**src/hw/rtl/ilid_pkg.sv**
```systemverilog
`timescale 1ns / 1ps
`default_nettype none
// -----------------------------------------------------------------------------
// ilid_pkg
// Shared types and constants for the indexed list block.
// -----------------------------------------------------------------------------
package ilid_pkg;

	localparam int CAPACITY_DEF = 64;

	localparam int CMD_W   = 3;
	localparam int POS_W   = 7;
	localparam int VALUE_W = 32;
	localparam int COUNT_W = 7;

	// taps per first-level group of the read tree
	localparam int GROUP_SIZE = 8;

	typedef enum logic [CMD_W-1:0] {
		CMD_READ       = 3'd0,
		CMD_INS_HEAD   = 3'd1,
		CMD_APPEND     = 3'd2,
		CMD_INS_AT     = 3'd3,
		CMD_DELETE     = 3'd4
	} cmd_t;

	typedef struct packed {
		logic                      ins;
		logic                      del;
		logic signed [VALUE_W-1:0] new_value;
	} cell_ctrl_t;

endpackage
`default_nettype wire

```
**src/hw/rtl/ilid_cell.sv**
```systemverilog
`timescale 1ns / 1ps
`default_nettype none
// -----------------------------------------------------------------------------
// ilid_cell
// One list slot: holds an entry and takes it from a neighbor or the input.
// -----------------------------------------------------------------------------
module ilid_cell #(
	parameter int IW  = 7,
	parameter int IDX = 0
) (
	input  wire                                 clk,
	input  wire  ilid_pkg::cell_ctrl_t          ctrl,
	input  wire  [IW-1:0]                       pos,
	input  wire  signed [ilid_pkg::VALUE_W-1:0] left_val,
	input  wire  signed [ilid_pkg::VALUE_W-1:0] right_val,
	output logic signed [ilid_pkg::VALUE_W-1:0] value,
	output logic signed [ilid_pkg::VALUE_W-1:0] tap
);

	localparam logic [IW-1:0] IDX_C = IW'(IDX);

	logic signed [ilid_pkg::VALUE_W-1:0] value_q;

	always_ff @(posedge clk) begin
		if (ctrl.ins) begin
			// open a gap at pos: cells above take from below
			if (IDX_C > pos) begin
				value_q <= left_val;
			end else if (IDX_C == pos) begin
				value_q <= ctrl.new_value;
			end
		end else if (ctrl.del && (IDX_C >= pos)) begin
			value_q <= right_val;
		end
	end

	assign value = value_q;
	assign tap   = (IDX_C == pos) ? value_q : '0;

endmodule
`default_nettype wire

```
**config.mk**
```make
export PLATFORM = sky130hd
export DESIGN_NAME = ilid_cell
export DESIGN_NICKNAME = d
export VERILOG_FILES = /design/src/hw/rtl/ilid_pkg.sv /design/src/hw/rtl/ilid_cell.sv
export SDC_FILE = /design/constraint.sdc
export NUM_CORES = 1
export LEC_CHECK = 0
export CAP_MARGIN = 20
export CORE_ASPECT_RATIO = 1.4
export CORE_MARGIN = 10
export CORE_UTILIZATION = 55
export DETAILED_ROUTE_END_ITERATION = 8
export DONT_BUFFER_PORTS = 1
export GPL_ROUTABILITY_DRIVEN = 0
export PLACE_DENSITY = 0.84
export SYNTH_ARGS = -nofsm -noshare
export SYNTH_HDL_FRONTEND = slang
export SYNTH_SLANG_ARGS = --single-unit
```
**constraint.sdc**
```tcl
create_clock -name clk -period 4.45 [get_ports clk]
set_input_delay 1.335 -clock clk [delete_from_list [all_inputs] [get_ports clk]]
set_output_delay 1.335 -clock clk [all_outputs]
set_load 0.05 [all_outputs]
```
# == Word-level counts from Yosys, hierarchy flattened ==
# Cells that the tools add are included.
# totals
register_bits,32
input_bits,106
output_inout_bits,64
wordCells,13
# op_classes
magnitude_cmp,2
n_eq_ne,1
muxes,5
n_reduce_logical,4
# op_table
operator,n
2-to-1 mux 32 bit,5
greater-or-equal comparator 1 x 7 -> 1 bit (first input constant),1
greater-than comparator 1 x 7 -> 1 bit (first input constant),1
logical NOT 7 bit,1
!= test 3 x 1 -> 1 bit (second input constant),1
AND reduction 2 bit,1
nonzero test 2 bit,1
logical AND 1 bit,1

# == Depth between registers and ports, before layout ==
# Gate-level depths: netlist (run 1).
# logic_depth
depth_word,4
mapped_depth,4

# == Worst setup path after synthesis (run 1) ==
# OpenSTA, ideal clock, no wires.
# synth_path
path_type,input port to flip-flop
startpoint,in pos[2]
endpoint,"reg value_q, in the netlist value[0], enable pin"
setup_time_ns,0.461
t_arrival_ns,4.258
required_time_ns,3.989
path_slack_ns,-0.269
path_stages,3
n_path_buf,1
path_cell_list,or4_4 buf_6 nor3_1
# synth_between
elab_chain_len,4
word_cells_on_any_way,7
classes_between,order compare (2); eq/ne (1); reduce/logical (4)
# synth_rtl
item,line,rtl
start: declaration,ilid_cell.sv:13,"input wire [IW-1:0] pos,"
greater-or-equal comparator 1 x 7 -> 1 bit,ilid_cell.sv:32,end else if (ctrl.del && (IDX_C >= pos)) begin
logical AND 1 bit,ilid_cell.sv:32,
nonzero test 2 bit (no source line),n/a,
AND reduction 2 bit (no source line) *,n/a,
end signal: assignment,ilid_cell.sv:28,value_q <= left_val;
end signal: assignment,ilid_cell.sv:30,value_q <= ctrl.new_value;
end signal: assignment,ilid_cell.sv:33,value_q <= right_val;
end: declaration,ilid_cell.sv:22,logic signed [ilid_pkg::VALUE_W-1:0] value_q;
# Mark *: on every way between the ends. The rest lies on a longest branch, timed or not.
# A chain may end at the register's enable or synchronous reset.

# == Worst setup path in the final report (run 1) ==
# layout_path
startpoint,in pos[2]
endpoint,out tap[31] (netlist name)
# layout_between
elab_chain_len,2
# layout_rtl
item,line,rtl
logical NOT 7 bit,ilid_cell.sv:38,assign tap = (IDX_C == pos) ? value_q : '0;
2-to-1 mux 32 bit,ilid_cell.sv:38,
end: declaration,ilid_cell.sv:17,output logic signed [ilid_pkg::VALUE_W-1:0] tap
# No other way between the ends.

==> out/metrics.yaml, run 1 <==
run_status:
  status: "finished clean"
place:
  dp_hpwl_um: 3910
  dpl.cell_count: 206
  dp_slack_ps: 467
  portBuffers: 0
  place_area_um2: 2100
logic_synthesis:
  synthCells: 144
  seq_area_frac_synth_pct: 50.9
  synth.largest_area_cell: "edfxtp_1"
  synth_top_family_by_area: "multiplexers"
  synthXorXnorAreaFrac_pct: 0
  muxShareOfSynthArea_pct: 19.1
  synth_compound_area_share_pct: 0
  yosys.area_share.simple_pct: 17.8
  synth_cell_types: 12
  synth-adder-area-share_pct: 0
  ys.warnings.count: 0
  synthesis.nets: 250
  yosys-top-cells-area: "edfxtp_1 51%, mux2_2 19%, nor3_2 16%"
  synth-seq-cells: 32
  postSynthAreaPerCell_um2: 13.1
  synth_area_um2: 1890
  synth_top_cell_area_share_pct: 50.9
sta:
  tightest_slew_ps: 559
  final.min_clock_period_ps: 3990
  setup_viol: 0
  rsz0062_at_grt: "no"
  timing_hold_violations_final: 0
  finalSetupTns_ps: 0
  max-slew-margin-rel_pct: 62.7
  timing.fmax_mhz: 251
  setup_ws_ps: 461
  fin_crit_sh_pct: 89.6
  slew_viol_final: 0
clock_tree:
  clockBufferDepth: 2
  root_buffer: "clkbuf_8"
  ctsHoldBuffers: 0
  numCtsBuffers: 5
  clkTransAtPathRegs_ps: 60
  htree_levels: 2
  cts_resized: 0
  post_cts_buffers: 0
  cts.sinks: 32
  cts_tree: "built"
critical_path:
  crit_path_end: "tap[31]"
  setup.worst_path.start: "pos[2]"
  startpoint_type: "primary input"
  worst-path-max-fanout: 33
  worstPathArrival_ps: 2650
  worstSetupPathType: "primary input to primary output"
  end_kind: "primary output"
  required_ps: 3120
floorplan:
  row_count: 25
  core-area_um2: 3350
  fp.dieH_um: 89.3
  fp.dieW_um: 69.5
  start_util_pct: 56.4
  io_pins: 170
  die_area_um2: 6210
detailed_routing:
  drc: 0
  wl_um: 5070
  firstDrtPassIters: 4
  ant_nets: 0
  vias: 1184
  wl_per_cell_um: 23.8
  drt-vias-per-instance: 5.56
  dr.first_iter.drc_count: 36
grt:
  grt_use_total_pct: 15.9
  grt_overflow: 0
  grt_pass1_wl_um: 7670
  grt_pass1_vias: 1316
  antenna_found_initial: 0
  grt_max_degree: 34
pwr:
  leakage_nw: 0.836
  p_per_area_nw_per_um2: 271
  ir_drop_v: 0.000241
  power.total_uw: 589
cells_and_area:
  mostFrequentLayoutCell: "buf_4"
  drive_gt1_share_pct: 60.1
  largest_register_ff_count: 32
  diodes: 0
  fin_area_um2: 2170
  layout_common_cells: "34 x buf_4, 32 x mux2_2, 32 x inv_1, 32 x edfxtp_1, 30 x nor3_2"
  fin_cells: 213
  nNetsFinal: 279
  syn_to_final_growth_pct: 15.1
min_path:
  min_path_type: "primary input to flop"
job:
  cap_viol_max_count: 0
[stage by stage]
stage / hold WS [ps] / utilization (%)
5_1_grt: 1260 / 64.9
2_1_floorplan: 1550 / -
3_5_place_dp: 1560 / 62.6
3_3_place_gp: 1560 / 62.6
6_report: 1270 / 64.9
4_1_cts: 1270 / 64.9
[critical path, cell delays in order]
cell    delay (ps)
or4_4          790
nor3_1         280
buf_4          230
[worst min path at each step]
stage	start	endpoint	slack (ps)	cells past startpoint
2_1_floorplan	right_val[0]	value[0]	1550	1
3_3_place_gp	right_val[2]	value[2]	1560	1
3_5_place_dp	right_val[6]	value[6]	1560	1
4_1_cts	right_val[2]	value[2]	1270	1
5_1_grt	right_val[12]	value[12]	1260	1
6_report	right_val[9]	value[9]	1270	1
[synth_stat cells]
cell type / n
mux2_2: 32
inv_1: 32
nor3_1: 3
buf_12: 3
or4_4: 1
nor2_1: 1
or3_1: 1
nor3_2: 30
edfxtp_1: 32
buf_2: 6
clkbuf_1: 2
buf_6: 1
[layout make-up]
type | instances | area, um^2
fill | 254 | 1170
tap | 40 | 50.0
clock buffer | 5 | 68.8
clock inverter | 2 | 7.51
inverter | 32 | 120
multi-input combinational | 68 | 709
sequential | 32 | 961
timing repair buffer | 34 | 255
[power breakdown]
part	internal [mW]	switching, mW	leakage [nW]	total (mW)
Sequential	0.336	0.00650	0.288	0.342
Clock	0.103	0.0987	0.0391	0.202
Combinational	0.0241	0.0205	0.509	0.0446
[layer usage]
metal	global-route usage, %	vias to the layer above	part of all wire (%)
li1	-	548	-
met1	15.4	537	34
met2	26.4	90	49
met3	9.78	9	15
met4	7.52	0	2.0
met5	0	-	0
[cells by family after synthesis]
| logic type | count (synthesis) |
|---|---|
| buffers and inverters | 44 |
| and+or+nand+nor | 36 |
| DFF | 32 |
| muxes | 32 |
No activity file was read; power rests on OpenSTA's default activity.
==> run 2, diff against run 1 <==
--- a/config.mk
+++ b/config.mk
@@ -5,14 +5,14 @@
 export SDC_FILE = /design/constraint.sdc
 export NUM_CORES = 1
 export LEC_CHECK = 0
+export BUFFER_PORTS_ARGS = -buffer_cell sky130_fd_sc_hd__buf_2
 export CAP_MARGIN = 20
 export CORE_ASPECT_RATIO = 1.4
 export CORE_MARGIN = 10
-export CORE_UTILIZATION = 55
+export CORE_UTILIZATION = 34
 export DETAILED_ROUTE_END_ITERATION = 8
-export DONT_BUFFER_PORTS = 1
 export GPL_ROUTABILITY_DRIVEN = 0
-export PLACE_DENSITY = 0.84
+export PLACE_DENSITY = 0.77
 export SYNTH_ARGS = -nofsm -noshare
 export SYNTH_HDL_FRONTEND = slang
 export SYNTH_SLANG_ARGS = --single-unit
==> run 2 against run 1 <==
Net effect: utilization is 16 points lower; routed wire length grew 12%; worst hold slack better by 82 ps; critical endpoint is now tap[0]; maximum frequency decreased by 3.5%.
==> out/metrics.yaml, run 2 (synthesized netlist as in run 1, its figures left out) <==
run_status:
  status: "finished clean"
grt:
  grt_overflow: 0  # unchanged
  grt_use_total_pct: 12.0  # -3.9 points
  grt_max_degree: 34  # unchanged
  grt_pass1_wl_um: 8690  # +13%
  grt_pass1_vias: 1670  # +27%
  antenna_found_initial: 0  # unchanged
clock_tree:
  cts_resized: 0  # unchanged
  post_cts_buffers: 0  # unchanged
  cts_tree: "built"
  numCtsBuffers: 5  # unchanged
  root_buffer: "clkbuf_8"
  htree_levels: 2  # unchanged
  ctsHoldBuffers: 0  # unchanged
  clockBufferDepth: 2  # unchanged
  cts.sinks: 32  # unchanged
  clkTransAtPathRegs_ps: 70  # about the same
cells_and_area:
  largest_register_ff_count: 32  # unchanged
  layout_common_cells: "137 x buf_2, 32 x mux2_2, 32 x inv_1, 32 x edfxtp_1, 30 x nor3_2"
  drive_gt1_share_pct: 75.7  # +16 points
  fin_cells: 348  # +63%
  fill_cells: 538  # +110%
  diodes: 0  # unchanged
  fin_area_um2: 2670  # +23%
  syn_to_final_growth_pct: 41.3
  mostFrequentLayoutCell: "buf_2"
  nNetsFinal: 385  # +38%
place:
  dp_slack_ps: 299  # -168 ps
  portBuffers: 137  # +137
  dp_hpwl_um: 4560  # +17%
  place_area_um2: 2580  # +23%
  dpl.cell_count: 340  # +65%
detailed_routing:
  drt-vias-per-instance: 4.44  # -20%
  drc: 0  # unchanged
  ant_nets: 0  # unchanged
  wl_um: 5700  # +12%
  dr.first_iter.drc_count: 51  # +42%
  vias: 1544  # +30%
  firstDrtPassIters: 4  # unchanged
  wl_per_cell_um: 16.4  # -31%
min_path:
  hp-start: "right_val[1]"
  worstHoldPathCells: 2  # +1
  min_path_type: "primary input to flop"
  min_to: "value[1]"
critical_path:
  required_ps: 3120  # about the same
  startpoint_type: "primary input"
  worstPathArrival_ps: 2800  # +150 ps
  end_kind: "primary output"
  worst-path-max-fanout: 33  # unchanged
  worstSetupPathType: "primary input to primary output"
floorplan:
  fp.dieW_um: 83.0  # +19%
  die_area_um2: 8970  # +45%
  io_pins: 170  # unchanged
  row_count: 32  # +28%
  start_util_pct: 34.7  # -22 points
  fp.dieH_um: 108  # +21%
  core-area_um2: 5450  # +63%
sta:
  rsz0062_at_grt: "no"
  setup_ws_ps: 318  # -143 ps
  max-slew-margin-rel_pct: 61.5  # -1.2 points
  timing.fmax_mhz: 242  # -3.5%
  final.min_clock_period_ps: 4130  # +143 ps
  fin_crit_sh_pct: 92.8  # +3.2 points
  slew_viol_final: 0  # unchanged
  timing_hold_violations_final: 0  # unchanged
  finalSetupTns_ps: 0  # unchanged
  tightest_slew_ps: 577  # +18.3 ps
  setup_viol: 0  # unchanged
pwr:
  ir_drop_v: 0.000221  # -8.2%
  leakage_nw: 1.26  # +51%
  p_per_area_nw_per_um2: 237  # -13%
job:
  cap_viol_max_count: 0  # unchanged
## run 2: changes by cell type in the layout (fill, tap and decap cells not counted), sizes merged
cell,delta
buf,+106
clkinv,+1
## run 2: cell type report
class	instances	area, um^2	share of cell area, %
clock buffers	5	68.8	2.58
clock inverters	3	13.8	0.516
inverters	32	120	4.50
multi-input cells	68	709	26.6
flip-flops and latches	32	961	36.0
well taps	68	85.1	3.19
repair buffers	140	708	26.6
## run 2: worst max-delay path by stage
stage / from / slack (ps) / end
3_5_place_dp: pos[2] / 300 / tap[0]
5_1_grt: pos[2] / 220 / tap[0]
4_1_cts: pos[2] / 300 / tap[0]
6_report: pos[2] / 320 / tap[0]
2_1_floorplan: pos[2] / 20 / tap[0]
3_3_place_gp: pos[2] / 330 / tap[0]
## run 2: layer usage
layer	GRT usage [%]	part of all wire [%]
met5	0	0
met4	4.02	1.4
met2	23.7	60
met1	11.4	34
met3	3.54	5.3
## run 2: where the power goes
group	total (mW)	switching [mW]	internal, mW
Sequential	0.336	0.000680	0.336
Clock	0.209	0.103	0.106
Combinational	0.0867	0.0401	0.0466
Total	0.632	0.144	0.488
## run 2: through the flow
stage / util (%) / hold slack, ps / total power [mW]
after floorplan: - / 1550 / 0.395
after global placement: 47.4 / 1640 / 0.428
after global routing: 49.0 / 1350 / 0.664
final: 49.0 / 1360 / 0.632
after detailed placement: 47.4 / 1640 / 0.431
after CTS: 49.0 / 1350 / 0.643
## run 2: worst max-delay path, stage by stage
cell and delay (ps):
buf_2 90, or4_4 800, nor3_1 250, buf_2 300
